<file path="src/hdl/tire_sensor_payload_parser_core_assert.svh">
// assertion macros for the tire sensor payload parser
`ifndef TIRE_SENSOR_PAYLOAD_PARSER_CORE_ASSERT_SVH
`define TIRE_SENSOR_PAYLOAD_PARSER_CORE_ASSERT_SVH

`ifndef SYNTHESIS
`define TSPP_ASSERT(lbl, prop) \
    lbl: assert property (@(posedge clk) disable iff (!rst_n) (prop)) \
        else $error("tspp assertion failed");
`define TSPP_ASSERT_NEXT(lbl, ante, cons) \
    lbl: assert property (@(posedge clk) disable iff (!rst_n) (ante) |=> (cons)) \
        else $error("tspp assertion failed");
`else
`define TSPP_ASSERT(lbl, prop)
`define TSPP_ASSERT_NEXT(lbl, ante, cons)
`endif

`endif

</file>
<file path="src/hdl/tspp_pkg.sv">
// shared types and constants for the tire sensor payload parser
package tspp_pkg;

    localparam logic [31:0] HEADER_WORD   = 32'h0308_4252;
    localparam logic [15:0] PRESS_MIN_RAW = 16'd148;
    localparam logic [15:0] PRESS_FORCED  = 16'd146;
    localparam logic [15:0] PRESS_ZERO    = 16'd145;
    localparam logic [19:0] PRESS_SCALE   = 20'd655532;

    localparam logic [3:0] OFF_FIRST = 4'd3;
    localparam logic [3:0] OFF_VOLT  = 4'd7;
    localparam logic [3:0] OFF_TEMP  = 4'd8;
    localparam logic [3:0] OFF_PHI   = 4'd9;
    localparam logic [3:0] OFF_PLO   = 4'd10;
    localparam logic [3:0] OFF_END   = 4'd11;

    typedef struct packed {
        logic        ok;
        logic [7:0]  voltage;
        logic [7:0]  temperature;
        logic [15:0] pressure;
    } frame_t;

endpackage

</file>
<file path="src/hdl/tspp_parser.sv">
// per-byte header search, field capture and frame summary register
`include "tire_sensor_payload_parser_core_assert.svh"

module tspp_parser #(
    parameter int MAX_PAYLOAD_BYTES = 255
) (
    input  logic             clk,
    input  logic             rst_n,
    input  logic             in_valid,
    output logic             in_ready,
    input  logic [7:0]       in_byte,
    input  logic             in_last,
    output logic             frm_valid,
    input  logic             frm_ready,
    output tspp_pkg::frame_t frm
);

    localparam int PosW = $clog2(MAX_PAYLOAD_BYTES + 1);

    logic [PosW-1:0]  pos_reg, pos_next;
    logic [23:0]      recent_reg, recent_next;
    logic             found_reg, found_next;
    logic [3:0]       off_reg, off_next;
    logic [7:0]       volt_reg, volt_next;
    logic [7:0]       temp_reg, temp_next;
    logic [15:0]      press_reg, press_next;
    logic             frm_valid_reg, frm_valid_next;
    tspp_pkg::frame_t frm_reg, frm_next;

    logic             in_fire;
    logic             active;
    logic [3:0]       off_inc;

    assign in_ready  = !in_last || !frm_valid_reg || frm_ready;
    assign in_fire   = in_valid && in_ready;
    assign active    = pos_reg != PosW'(MAX_PAYLOAD_BYTES);
    assign off_inc   = off_reg + 4'd1;
    assign frm_valid = frm_valid_reg;
    assign frm       = frm_reg;

    always_comb
    begin
        pos_next    = pos_reg;
        recent_next = recent_reg;
        found_next  = found_reg;
        off_next    = off_reg;
        volt_next   = volt_reg;
        temp_next   = temp_reg;
        press_next  = press_reg;
        frm_next    = '0;
        if (in_fire && active)
        begin
            pos_next    = pos_reg + PosW'(1);
            recent_next = {recent_reg[15:0], in_byte};
            if (!found_reg)
            begin
                if ({recent_reg, in_byte} == tspp_pkg::HEADER_WORD)
                begin
                    found_next = 1'b1;
                    off_next   = tspp_pkg::OFF_FIRST;
                end
            end
            else if (off_reg < tspp_pkg::OFF_END)
            begin
                off_next = off_inc;
                case (off_inc)
                    tspp_pkg::OFF_VOLT: volt_next = in_byte;
                    tspp_pkg::OFF_TEMP: temp_next = in_byte;
                    tspp_pkg::OFF_PHI:  press_next = {in_byte, press_reg[7:0]};
                    tspp_pkg::OFF_PLO:  press_next = {press_reg[15:8], in_byte};
                    default:            ;
                endcase
            end
        end
        if (found_next && off_next >= tspp_pkg::OFF_PLO)
        begin
            frm_next.ok          = 1'b1;
            frm_next.voltage     = volt_next;
            frm_next.temperature = temp_next;
            frm_next.pressure    = (press_next < tspp_pkg::PRESS_MIN_RAW) ?
                                   tspp_pkg::PRESS_FORCED : press_next;
        end
        // packet closes: clear per-packet state
        if (in_fire && in_last)
        begin
            pos_next    = '0;
            recent_next = '0;
            found_next  = 1'b0;
            off_next    = '0;
            volt_next   = '0;
            temp_next   = '0;
            press_next  = '0;
        end
    end

    always_comb
    begin
        if (in_fire && in_last)
        begin
            frm_valid_next = 1'b1;
        end
        else if (frm_ready)
        begin
            frm_valid_next = 1'b0;
        end
        else
        begin
            frm_valid_next = frm_valid_reg;
        end
    end

    always_ff @(posedge clk or negedge rst_n)
    begin
        if (!rst_n)
        begin
            pos_reg       <= '0;
            recent_reg    <= '0;
            found_reg     <= 1'b0;
            off_reg       <= '0;
            volt_reg      <= '0;
            temp_reg      <= '0;
            press_reg     <= '0;
            frm_valid_reg <= 1'b0;
        end
        else
        begin
            pos_reg       <= pos_next;
            recent_reg    <= recent_next;
            found_reg     <= found_next;
            off_reg       <= off_next;
            volt_reg      <= volt_next;
            temp_reg      <= temp_next;
            press_reg     <= press_next;
            frm_valid_reg <= frm_valid_next;
        end
    end

    always_ff @(posedge clk)
    begin
        if (in_fire && in_last)
        begin
            frm_reg <= frm_next;
        end
    end

    `TSPP_ASSERT_NEXT(a_clear_after_last, in_fire && in_last, pos_reg == '0 && !found_reg && off_reg == '0)
    `TSPP_ASSERT(a_offset_range, off_reg <= tspp_pkg::OFF_END)
    `TSPP_ASSERT(a_offset_found, (found_reg && off_reg >= tspp_pkg::OFF_FIRST) || (!found_reg && off_reg == '0))
    `TSPP_ASSERT(a_frame_clamp, !(frm_valid_reg && frm_reg.ok) || frm_reg.pressure >= tspp_pkg::PRESS_FORCED)

endmodule

</file>
<file path="src/hdl/tspp_convert.sv">
// pressure scaling and result register
module tspp_convert (
    input  logic             clk,
    input  logic             rst_n,
    input  logic             frm_valid,
    output logic             frm_ready,
    input  tspp_pkg::frame_t frm,
    output logic             res_valid,
    input  logic             res_ready,
    output logic             res_ok,
    output logic [7:0]       res_voltage,
    output logic [7:0]       res_temperature,
    output logic [15:0]      res_pressure,
    output logic [19:0]      res_centipsi
);

    logic        out_valid_reg, out_valid_next;
    logic        ok_reg;
    logic [7:0]  volt_reg;
    logic [7:0]  temp_reg;
    logic [15:0] press_reg;
    logic [19:0] centi_reg;

    logic        load;
    logic [15:0] gauge;
    logic [35:0] product;

    assign frm_ready = !out_valid_reg || res_ready;
    assign load      = frm_valid && frm_ready;
    assign gauge     = frm.pressure - tspp_pkg::PRESS_ZERO;
    assign product   = {20'd0, gauge} * {16'd0, tspp_pkg::PRESS_SCALE};

    always_comb
    begin
        if (load)
        begin
            out_valid_next = 1'b1;
        end
        else if (res_ready)
        begin
            out_valid_next = 1'b0;
        end
        else
        begin
            out_valid_next = out_valid_reg;
        end
    end

    always_ff @(posedge clk or negedge rst_n)
    begin
        if (!rst_n)
        begin
            out_valid_reg <= 1'b0;
        end
        else
        begin
            out_valid_reg <= out_valid_next;
        end
    end

    always_ff @(posedge clk)
    begin
        if (load)
        begin
            ok_reg    <= frm.ok;
            volt_reg  <= frm.voltage;
            temp_reg  <= frm.temperature;
            press_reg <= frm.pressure;
            centi_reg <= frm.ok ? product[35:16] : 20'd0;
        end
    end

    assign res_valid       = out_valid_reg;
    assign res_ok          = ok_reg;
    assign res_voltage     = volt_reg;
    assign res_temperature = temp_reg;
    assign res_pressure    = press_reg;
    assign res_centipsi    = centi_reg;

endmodule

</file>
<file path="src/hdl/tire_sensor_payload_parser_core.sv">
// top level of the tire sensor payload parser
// Takes one payload byte per transfer on the slave side and gives one result per
// payload on the master side, in the transfer after the byte marked tlast. A byte is
// taken in every cycle unless a tlast byte waits on a full frame register that is not
// yet taken; the block runs as three registered stages (input register, header search
// and capture into a frame register, pressure multiply into the result register).
// Only the first 03 08 'B' 'R' header of a payload counts; bytes past
// MAX_PAYLOAD_BYTES are dropped but tlast still closes the payload. m_tuser is set
// when the header and all eleven frame bytes arrived; otherwise every field is zero.
module tire_sensor_payload_parser_core #(
    parameter int MAX_PAYLOAD_BYTES = 255
) (
    input  logic        clk,
    input  logic        rst_n,
    input  logic        s_tvalid,
    output logic        s_tready,
    input  logic [7:0]  s_tdata,  // data_byte
    input  logic        s_tlast,  // last_byte
    output logic        m_tvalid,
    input  logic        m_tready,
    output logic [55:0] m_tdata,  // voltage_tenths, temperature_deg, pressure_word,
                                  // pressure_centipsi, zero pad
    output logic [0:0]  m_tuser   // frame_valid
);

    logic             in_valid_reg, in_valid_next;
    logic [7:0]       in_byte_reg;
    logic             in_last_reg;
    logic             in_take;

    logic             frm_valid;
    logic             frm_ready;
    tspp_pkg::frame_t frm;

    logic             res_ok;
    logic [7:0]       res_voltage;
    logic [7:0]       res_temperature;
    logic [15:0]      res_pressure;
    logic [19:0]      res_centipsi;

    assign s_tready = !in_valid_reg || in_take;

    always_comb
    begin
        if (s_tvalid && s_tready)
        begin
            in_valid_next = 1'b1;
        end
        else if (in_take)
        begin
            in_valid_next = 1'b0;
        end
        else
        begin
            in_valid_next = in_valid_reg;
        end
    end

    always_ff @(posedge clk or negedge rst_n)
    begin
        if (!rst_n)
        begin
            in_valid_reg <= 1'b0;
        end
        else
        begin
            in_valid_reg <= in_valid_next;
        end
    end

    always_ff @(posedge clk)
    begin
        if (s_tvalid && s_tready)
        begin
            in_byte_reg <= s_tdata;
            in_last_reg <= s_tlast;
        end
    end

    tspp_parser #(
        .MAX_PAYLOAD_BYTES (MAX_PAYLOAD_BYTES)
    ) u_parser (
        .clk       (clk),
        .rst_n     (rst_n),
        .in_valid  (in_valid_reg),
        .in_ready  (in_take),
        .in_byte   (in_byte_reg),
        .in_last   (in_last_reg),
        .frm_valid (frm_valid),
        .frm_ready (frm_ready),
        .frm       (frm)
    );

    tspp_convert u_convert (
        .clk             (clk),
        .rst_n           (rst_n),
        .frm_valid       (frm_valid),
        .frm_ready       (frm_ready),
        .frm             (frm),
        .res_valid       (m_tvalid),
        .res_ready       (m_tready),
        .res_ok          (res_ok),
        .res_voltage     (res_voltage),
        .res_temperature (res_temperature),
        .res_pressure    (res_pressure),
        .res_centipsi    (res_centipsi)
    );

    assign m_tdata = {4'd0, res_centipsi, res_pressure, res_temperature, res_voltage};
    assign m_tuser = res_ok;

endmodule
</file>
<file path="config.mk">
export PLATFORM = sky130hd
export DESIGN_NAME = tire_sensor_payload_parser_core
export DESIGN_NICKNAME = d
export VERILOG_FILES = /design/src/hdl/tspp_pkg.sv /design/src/hdl/tspp_parser.sv /design/src/hdl/tspp_convert.sv /design/src/hdl/tire_sensor_payload_parser_core.sv
export VERILOG_INCLUDE_DIRS = /design/src /design/src/hdl
export SDC_FILE = /design/constraint.sdc
export NUM_CORES = 1
export LEC_CHECK = 0
export BUFFER_PORTS_ARGS = -buffer_cell sky130_fd_sc_hd__buf_2
export CORE_ASPECT_RATIO = 1.5
export CORE_MARGIN = 5
export CORE_UTILIZATION = 25
export DETAILED_ROUTE_END_ITERATION = 8
export HOLD_SLACK_MARGIN = 0.08
export PLACE_DENSITY = 0.47
export SLEW_MARGIN = 20
export SYNTH_ARGS = -nofsm -noshare
export SYNTH_HDL_FRONTEND = slang
export SYNTH_SLANG_ARGS = --single-unit
export TNS_END_PERCENT = 10
</file>
<file path="constraint.sdc">
create_clock -name clk -period 8.75 [get_ports clk]
set_input_delay 0 -clock clk [delete_from_list [all_inputs] [get_ports clk]]
set_output_delay 0 -clock clk [all_outputs]
set_load 0.05 [all_outputs]
</file>
### Yosys cells after proc, flatten, opt, wreduce, memory -nomap -nowiden

Cells that the tools add are included.

* $add $sub $neg: 3
* $mul: 1
* divide/modulo/power cells: 0
* order comparisons: 3
* eq/ne operators: 6
* shift operators: 0
* multiplexer cells: 36
* bitwise gates (word level): 1
* reduce and logical (&&, ||, !) cells: 19

Operators with widths (count)
* 2-to-1 mux 8 bit: 12
* 2-to-1 mux 16 bit: 5
* 2-to-1 mux 24 bit: 2
* multiplier 16 x 18 -> 34 bit (second input constant): 1
* 2-to-1 mux 33 bit: 1
* equality test 32 x 26 -> 1 bit (second input constant): 1
* one-hot mux 16 bit (2 select lines): 1
* 2-to-1 mux 4 bit: 5
* < comparator 16 x 8 -> 1 bit (second input constant): 1
* subtractor 16 x 8 -> 16 bit (second input constant): 1
* equality test 4 bit (second input constant): 3
* 2-to-1 mux 1 bit: 10
* adder 8 x 1 -> 8 bit (second input constant): 1
* inequality test 8 bit (second input constant): 1
* nonzero test 2 bit: 4
* logical AND 1 bit: 6
* adder 4 x 1 -> 4 bit (second input constant): 1
* equality test 4 x 3 -> 1 bit (second input constant): 1
* >= comparator 4 bit (second input constant): 1
* zero test 1 bit: 4
* logical OR 1 bit: 4
* < comparator 4 bit (second input constant): 1
* OR reduction 2 bit: 1
* inverter 1 bit: 1

* bits in registers: 167
* latch bits: 0
* bits in writable memories: 0
* bits in read-only memories: 0
* input port bits: 13
* output and inout bits: 59
* logic and storage cells: 91
* memories: 0

### Depth between registers and ports, before layout

Gate-level depths: netlist of run 1.

* depth in word-level cells: 10
* gate-level depth with buffers: 27
* mapped depth without buffers: 27

### Hierarchy

From an unflattened synthesis of run 1, not the netlist that was laid out.

* cell total of the unflattened synthesis: 971
* area total of the unflattened synthesis: 10623.9 µm²

By module, submodules not included
* tspp_convert: times used 1, cells each 537, area an instance 5626.6 µm², sequential area each 1616.6 µm²
* tspp_parser: times used 1, cells each 416, area an instance 4639.4 µm², sequential area each 2742.6 µm²
* tire_sensor_payload_parser_core: times used 1, cells each 18, area an instance 357.8 µm², sequential area each 295.3 µm²

### Worst setup path before layout of run 1

OpenSTA, ideal clock, no wires.

* path kind: reg-to-reg
* from: register u_parser.frm_reg, in the netlist u_parser.frm[0]
* to: register u_convert.centi_reg[19] (netlist: u_convert.res_centipsi[19]), data pin
* arrival time: 6.726 ns
* slack: 1.889 ns
* stages on the path, launching flop included: 26
* path through: edfxtp_1 inv_1 ha_1 or3b_1 a21oi_2 a21boi_1 or3_4 nor3_1 xor2_1 ha_1 inv_1 fa_1 fa_1 fa_1 fa_1 inv_1 ha_1 ha_1 a211oi_1 o211ai_1 a221oi_2 o21ai_0 o21ai_2 a211oi_2 or4_1 nand3_1

* word-level cells in the longest chain between the ends: 2

RTL lines
* start: declaration: RTL line tspp_parser.sv:28 `tspp_pkg::frame_t frm_reg, frm_next;`
* start signal: assignment: RTL line tspp_parser.sv:142 `frm_reg <= frm_next;`
* subtractor 16 x 8 -> 16 bit: RTL line tspp_convert.sv:30 `assign gauge = frm.pressure - tspp_pkg::PRESS_ZERO;`
* multiplier 16 x 18 -> 34 bit: RTL line tspp_convert.sv:31 `assign product = {20'd0, gauge} * {16'd0, tspp_pkg::PRESS_SCALE};`
* end signal: assignment: RTL line tspp_convert.sv:69 `centi_reg <= frm.ok ? product[35:16] : 20'd0;`
* end: declaration: RTL line tspp_convert.sv:22 `logic [19:0] centi_reg;`

No other way between the ends.
A chain may end at the register's enable or synchronous reset.

### Worst setup path after layout of run 1

Ends and elaborated chain as after synthesis.

==> flow_summary.toml, run 1 <==
[power]
seqPwrFrac_pct = 35.3
p_int_uw = 1662
total_leakage_power_uw = 0.005417
power.total_uw = 2613
peakVddDrop_mv = 0.1036
p_clk_share_pct = 27.6
swShare_pct = 36.38
combPwrFrac_pct = 37.0
p_sw_uw = 950.4
power_density_nw_per_um2 = 221.0

[placed_design]
numPortBuffers = 67
placed_area_um2 = 11140
hpwl_um = 17530
gp_congestion = 0.8074
dp_cells = 1456

[drt]
via_per_inst = 4.403
via_count = 6604
wirelength_um = 23040
wl_per_cell_um = 15.36
drcViolationCount = 0
drt_first_iter_violations = 337
detail_route.first_pass.iterations = 6
antenna_left = 0

[finish]
diodes = 0
layout_commonest_cell = "ha_1"
largest_reg_flops = 33
finalCoreUtilization_pct = 29.32
drive_gt1_share_pct = 13.18
instances_no_fill = 1500
fin_area_um2 = 11820
layout_common_cells = "ha_1, inv_1, nor2_1"
synthToLayoutAreaGrowth_pct = 15.85
nNetsFinal = 1163

[grt]
grt_pass1_wl_um = 37390
antenna_found_initial = 0
grt.total_usage_pct = 10.55
grt_max_degree = 86
overflow = 0
grt_pass1_vias = 6931

[sta]
relSlewSlack_pct = 34.02
finalCriticalPeriod_ns = 7.460
setup_viol = 0
finalClockSkew_ns = 0.01226
fin_tns_setup_ns = 0
rsz0062_at_grt = "no"
slew_violations = 0
fmax_mhz = 134.1
tightest_slew_ns = 0.9897
post-route-period-util_pct = 85.25
hold_violations = 0

[clock_tree]
cts_sinks = 167
root_buffer = "clkbuf_16"
cts_tree = "built"
clockBufferDepth = 2
clkTransAtPathRegs_ns = 0.07
clkLatencyLatePin_ns = 0.43
numCtsBuffers = 17
htreeDepth = 4

[floorplanning]
dieArea_um2 = 45040
ios = 72
die_w_um = 175.0
core_um2 = 40310
die_h_um = 257.4
start_util_pct = 25.31
rows = 90

[synthesis]
ys.warnings.count = 0
ys_seq_area_share_pct = 45.62
ys_ff_latch = 167
async_flop_share_pct = 43.11
synth-edff-count = 95
yosysUniqueCellTypes = 73
ys.flop_type = "edfxtp_1"
syn_area_per_cell_um2 = 11.39
syn_area_um2 = 10200
synthCells = 896

[critical_path]
crit_path_end_kind = "flop"
crit_arrival_ns = 7.75
cp_max_fo = 8
crit_type = "reg -> reg"
worstPathRequired_ns = 9.04
start_kind = "flop"

[status]
run_status = "completed"

[flow_run]
maxCapViolCount = 0

[min_path]
hold_path_class = "in -> reg"
## power by group through the flow
stage	registers [µW]	logic (µW)	clock network, µW
6_report	923	968	722
5_1_grt	929	1110	777
4_1_cts	924	990	746
3_5_place_dp	940	975	0
3_3_place_gp	940	977	0
2_1_floorplan	1010	656	0
## worst paths after layout
check | start | to | slack, ns | depth (start not counted)
min reg2reg | u_parser.frm[22] | u_convert.res_temperature[6] | 0.42 | 0
max reg2reg | u_parser.frm[0] | u_convert.res_centipsi[19] | 1.29 | 24
max | u_parser.frm[0] | u_convert.res_centipsi[19] | 1.29 | 24
max in group asynchronous | rst_n | u_parser.press_reg[5] | 7.78 | 3
min in group asynchronous | rst_n | u_parser.recent_reg[7] | 0.35 | 3
min | s_tdata[6] | in_byte_reg[6] | 0.27 | 2
## kinds of logic after synthesis
group / after synthesis / synth area share (%)
xor gates and xnor gates: 39 / 3.421
adders and majority gates: 169 / 23.22
muxes: 17 / 1.668
AOI/OAI and AO/OA: 127 / 9.651
DFF: 167 / 45.62
and+or+nand+nor: 221 / 10.46
buffers and inverters: 155 / 5.923
other: 1 / 0.03675
## through the flow
stage | hold WS, ns | worst slack [ns]
floorplan | -0.2956 | 1.889
global placement | 0.1790 | 1.335
detailed placement | 0.1785 | 1.251
CTS | 0.2531 | 1.216
global route | 0.2632 | 0.7433
finish | 0.2741 | 1.290
## synthesized netlist by cell type, drive strengths merged (3+ instances only)
cell       n  area share [%]
o41ai      3            0.26
nor4       6            0.43
a211oi     8            0.78
o21ai     20             1.1
o211ai     3            0.27
nand2     43             1.6
or4        3            0.22
nand4b     3            0.26
xnor2     17             1.5
a21oi     29             1.5
nand2b     8            0.49
clkbuf    13            0.48
ha       135              17
a22o      20             1.7
a21boi     4            0.29
inv      131             4.8
a22oi     15             1.2
a2111oi    3            0.63
nand4      5            0.37
nor2b      7            0.43
nor3      18            0.98
nand3      8            0.39
o21a       4            0.29
mux2i     17             1.7
nor2     100             3.8
buf       10            0.59
edfxtp    95              28
dfrtp     72              18
fa        34             6.7
xor2      22             2.0
and2       5            0.31
## routing by layer
metal	share of wire [%]	up-vias	GRT usage, %
li1	-	3258	-
met1	40	3225	11.58
met2	55	97	20.30
met3	2.8	24	1.894
met4	2.3	0	3.407
met5	0	-	0
## what timing repair did
action,CTS,global route
setup buffers,0,0
hold endpoints to repair,84,0
gates resized for setup,0,0
hold buffers,12,0
## worst max-delay path: stages (launching register included)
cell and delay, ns:
edfxtp_1 0.54, o41ai_1 0.58, nand2_1 0.16, a21oi_1 0.28, nand2b_1 0.12, or3_1 0.37, xor2_1 0.24, inv_1 0.12
ha_1 0.36, inv_1 0.08, fa_1 0.49, fa_1 0.45, fa_1 0.46, fa_1 0.52, inv_1 0.04, ha_1 0.29
ha_1 0.33, a211oi_1 0.26, o211ai_1 0.14, a221oi_2 0.28, o21ai_0 0.16, o21ai_2 0.27, a211oi_2 0.16, or4_1 0.53
nand3_1 0.09
## area by class of cell
| type | count | area, µm² |
|---|---|---|
| flip-flops and latches | 167 | 4654 |
| inverters | 132 | 495.5 |
| repair buffers | 86 | 508.0 |
| clock inverters | 10 | 85.08 |
| fillers | 4194 | 28490 |
| well taps | 506 | 633.1 |
| multi-input cells | 577 | 4970 |
| clock buffers | 22 | 475.5 |
No activity file was read; power rests on OpenSTA's default activity.
==> run 2: changes to the inputs <==
- ABC_AREA: unset -> 1
==> flow_summary.toml, run 2 <==
[floorplanning]
rows = 93
start_util_pct = 25.30
core_um2 = 42940
ios = 72
dieArea_um2 = 47810
die_h_um = 265.3
die_w_um = 180.2

[clock_tree]
numCtsBuffers = 17
post_cts_buffers = 0
htreeDepth = 4
clkLatencyLatePin_ns = 0.44
clockBufferDepth = 2
cts_sinks = 167
cts_tree = "built"
clkTransAtPathRegs_ns = 0.07
root_buffer = "clkbuf_16"

[sta]
fin_tns_setup_ns = 0
relSlewSlack_pct = 41.71
tightest_slew_ns = 0.8743
fmax_mhz = 138.0
setup_viol = 0
final.hold.worst_slack_ns = 0.09388
finalCriticalPeriod_ns = 7.248
post-route-period-util_pct = 82.83
hold_violations = 0
rsz0062_at_grt = "no"
slew_violations = 0
finalClockSkew_ns = 0.01600

[synthesis]
synthCells = 1138
yosysTopAreaCellShare_pct = 26.26
yosysUniqueCellTypes = 50
syn_area_um2 = 10860
synth-edff-count = 95
ys_top_cells_by_count = "inv_1, ha_1, nand2_1"
synth.most_common_cell = "inv_1"
ys_seq_area_share_pct = 42.84
ys.flop_type = "edfxtp_1"
synth_top_cell_by_area = "edfxtp_1"
ys.warnings.count = 0
async_flop_share_pct = 43.11
syn_area_per_cell_um2 = 9.547
ys_ff_latch = 167
synth_area_leaders = "edfxtp_1, dfrtp_1, ha_1"

[power]
total_leakage_power_uw = 0.005942
peakVddDrop_mv = 0.08899
power_density_nw_per_um2 = 221.9

[finish]
finalCoreUtilization_pct = 29.40
diodes = 0
layout_common_cells = "inv_1, ha_1, nand2_1"
largest_reg_flops = 33
layout_commonest_cell = "inv_1"
fin_area_um2 = 12620
nNetsFinal = 1406
instances_no_fill = 1807
fillerInstances = 4488
synthToLayoutAreaGrowth_pct = 16.18
drive_gt1_share_pct = 11.64

[critical_path]
start_kind = "flop"
r2r_start = "u_parser.frm[0]"
worst-r2r-cell-count = 25
cp_max_fo = 6
crit_path_end_kind = "flop"
worstPathRequired_ns = 8.93
crit_arrival_ns = 7.43
crit_type = "reg -> reg"
r2r_setup_slack_ns = 1.50
worstReg2RegEnd = "u_convert.res_centipsi[14]"

[drt]
wirelength_um = 26240
drcViolationCount = 0
drt_first_iter_violations = 350
wl_per_cell_um = 14.52
antenna_left = 0
via_per_inst = 4.224
via_count = 7632
detail_route.first_pass.iterations = 4

[placed_design]
numPortBuffers = 67
gp_congestion = 0.8819
placed_area_um2 = 11830
hpwl_um = 20420
dp_cells = 1761

[grt]
grt.total_usage_pct = 11.19
overflow = 0
grt_pass1_vias = 8015
grt_max_degree = 73
antenna_found_initial = 0
grt_pass1_wl_um = 42440

[status]
run_status = "completed"

[min_path]
hold_path_class = "in -> async"

[flow_run]
maxCapViolCount = 0
## run 2: changes by cell type after synthesis, sizes merged, moves of 15 or more
cell	previous run	this run
a22oi	15	0
mux2i	17	0
a22o	20	0
inv	131	241
o21ai	20	61
nor2	100	151
nand2	43	137
a21oi	29	72
nand3	8	32
## run 2: logic make-up after synthesis
family,synth area share [%]
compound gates,8.833
fa+ha+maj,21.81
xor+xnor,1.290
buf+inv,9.524
flops,42.84
other cells,0.03452
simple gates,15.66
## run 2: worst max path at each step
stage	startpoint	end	slack, ns
final	u_parser.frm[0]	u_convert.res_centipsi[14]	1.50
after global routing	u_parser.frm[0]	u_convert.res_centipsi[10]	1.23
after CTS	u_parser.frm[0]	u_convert.res_centipsi[14]	1.48
after detailed placement	u_parser.frm[0]	u_convert.res_centipsi[14]	1.49
after global placement	u_parser.frm[0]	u_convert.res_centipsi[14]	1.59
after floorplan	u_parser.frm[0]	u_convert.res_centipsi[14]	2.72
## run 2: worst max-delay path: stages (launching register included)
cell and delay [ns]:
edfxtp_1 0.53, nor3_1 0.36, inv_1 0.07, o21ai_1 0.28, nand2_1 0.15, a21oi_1 0.27
nand3_1 0.17, nor3_1 0.20, xor2_1 0.41, ha_1 0.38, inv_1 0.10, fa_1 0.46
fa_1 0.47, fa_1 0.47, fa_1 0.52, inv_1 0.04, ha_1 0.29, ha_1 0.39
nand2_1 0.10, nor2_1 0.11, inv_1 0.05, o21ai_0 0.33, a21oi_1 0.14, a21oi_1 0.42
a21oi_1 0.13, o21a_1 0.13
## run 2: through the flow
stage	setup WS [ns]	total power [µW]
2_1_floorplan	2.724	1689
3_3_place_gp	1.587	1987
3_5_place_dp	1.492	1986
4_1_cts	1.480	2835
5_1_grt	1.230	3022
6_report	1.502	2800
## run 2: where the power goes
part / switching [µW] / internal (µW)
clock: 323 / 497
combinational: 729 / 344
sequential: 21.0 / 887
## run 2: what timing repair did
| action | 4_1_cts | 5_1_grt |
|---|---|---|
| endpoints found under the hold margin | 93 | 0 |
| resized for setup | 0 | 0 |
| hold buffers | 13 | 0 |
## run 2: metal layers
layer / up-vias / share of wire, % / track usage, %
met5: - / 0 / 0
met4: 0 / 2.4 / 3.865
met3: 35 / 2.5 / 1.874
met2: 106 / 56 / 21.64
met1: 3625 / 39 / 12.24
li1: 3866 / - / -
## run 2: final cells by class
cell class / instances / area, µm² / share of cell area, %
multi-input combinational: 713 / 5197 / 41.18
sequential: 167 / 4654 / 36.88
inverter: 241 / 907.1 / 7.187
tap: 570 / 713.2 / 5.650
timing repair buffer: 84 / 515.5 / 4.084
clock buffer: 21 / 461.7 / 3.658
clock inverter: 11 / 172.7 / 1.368
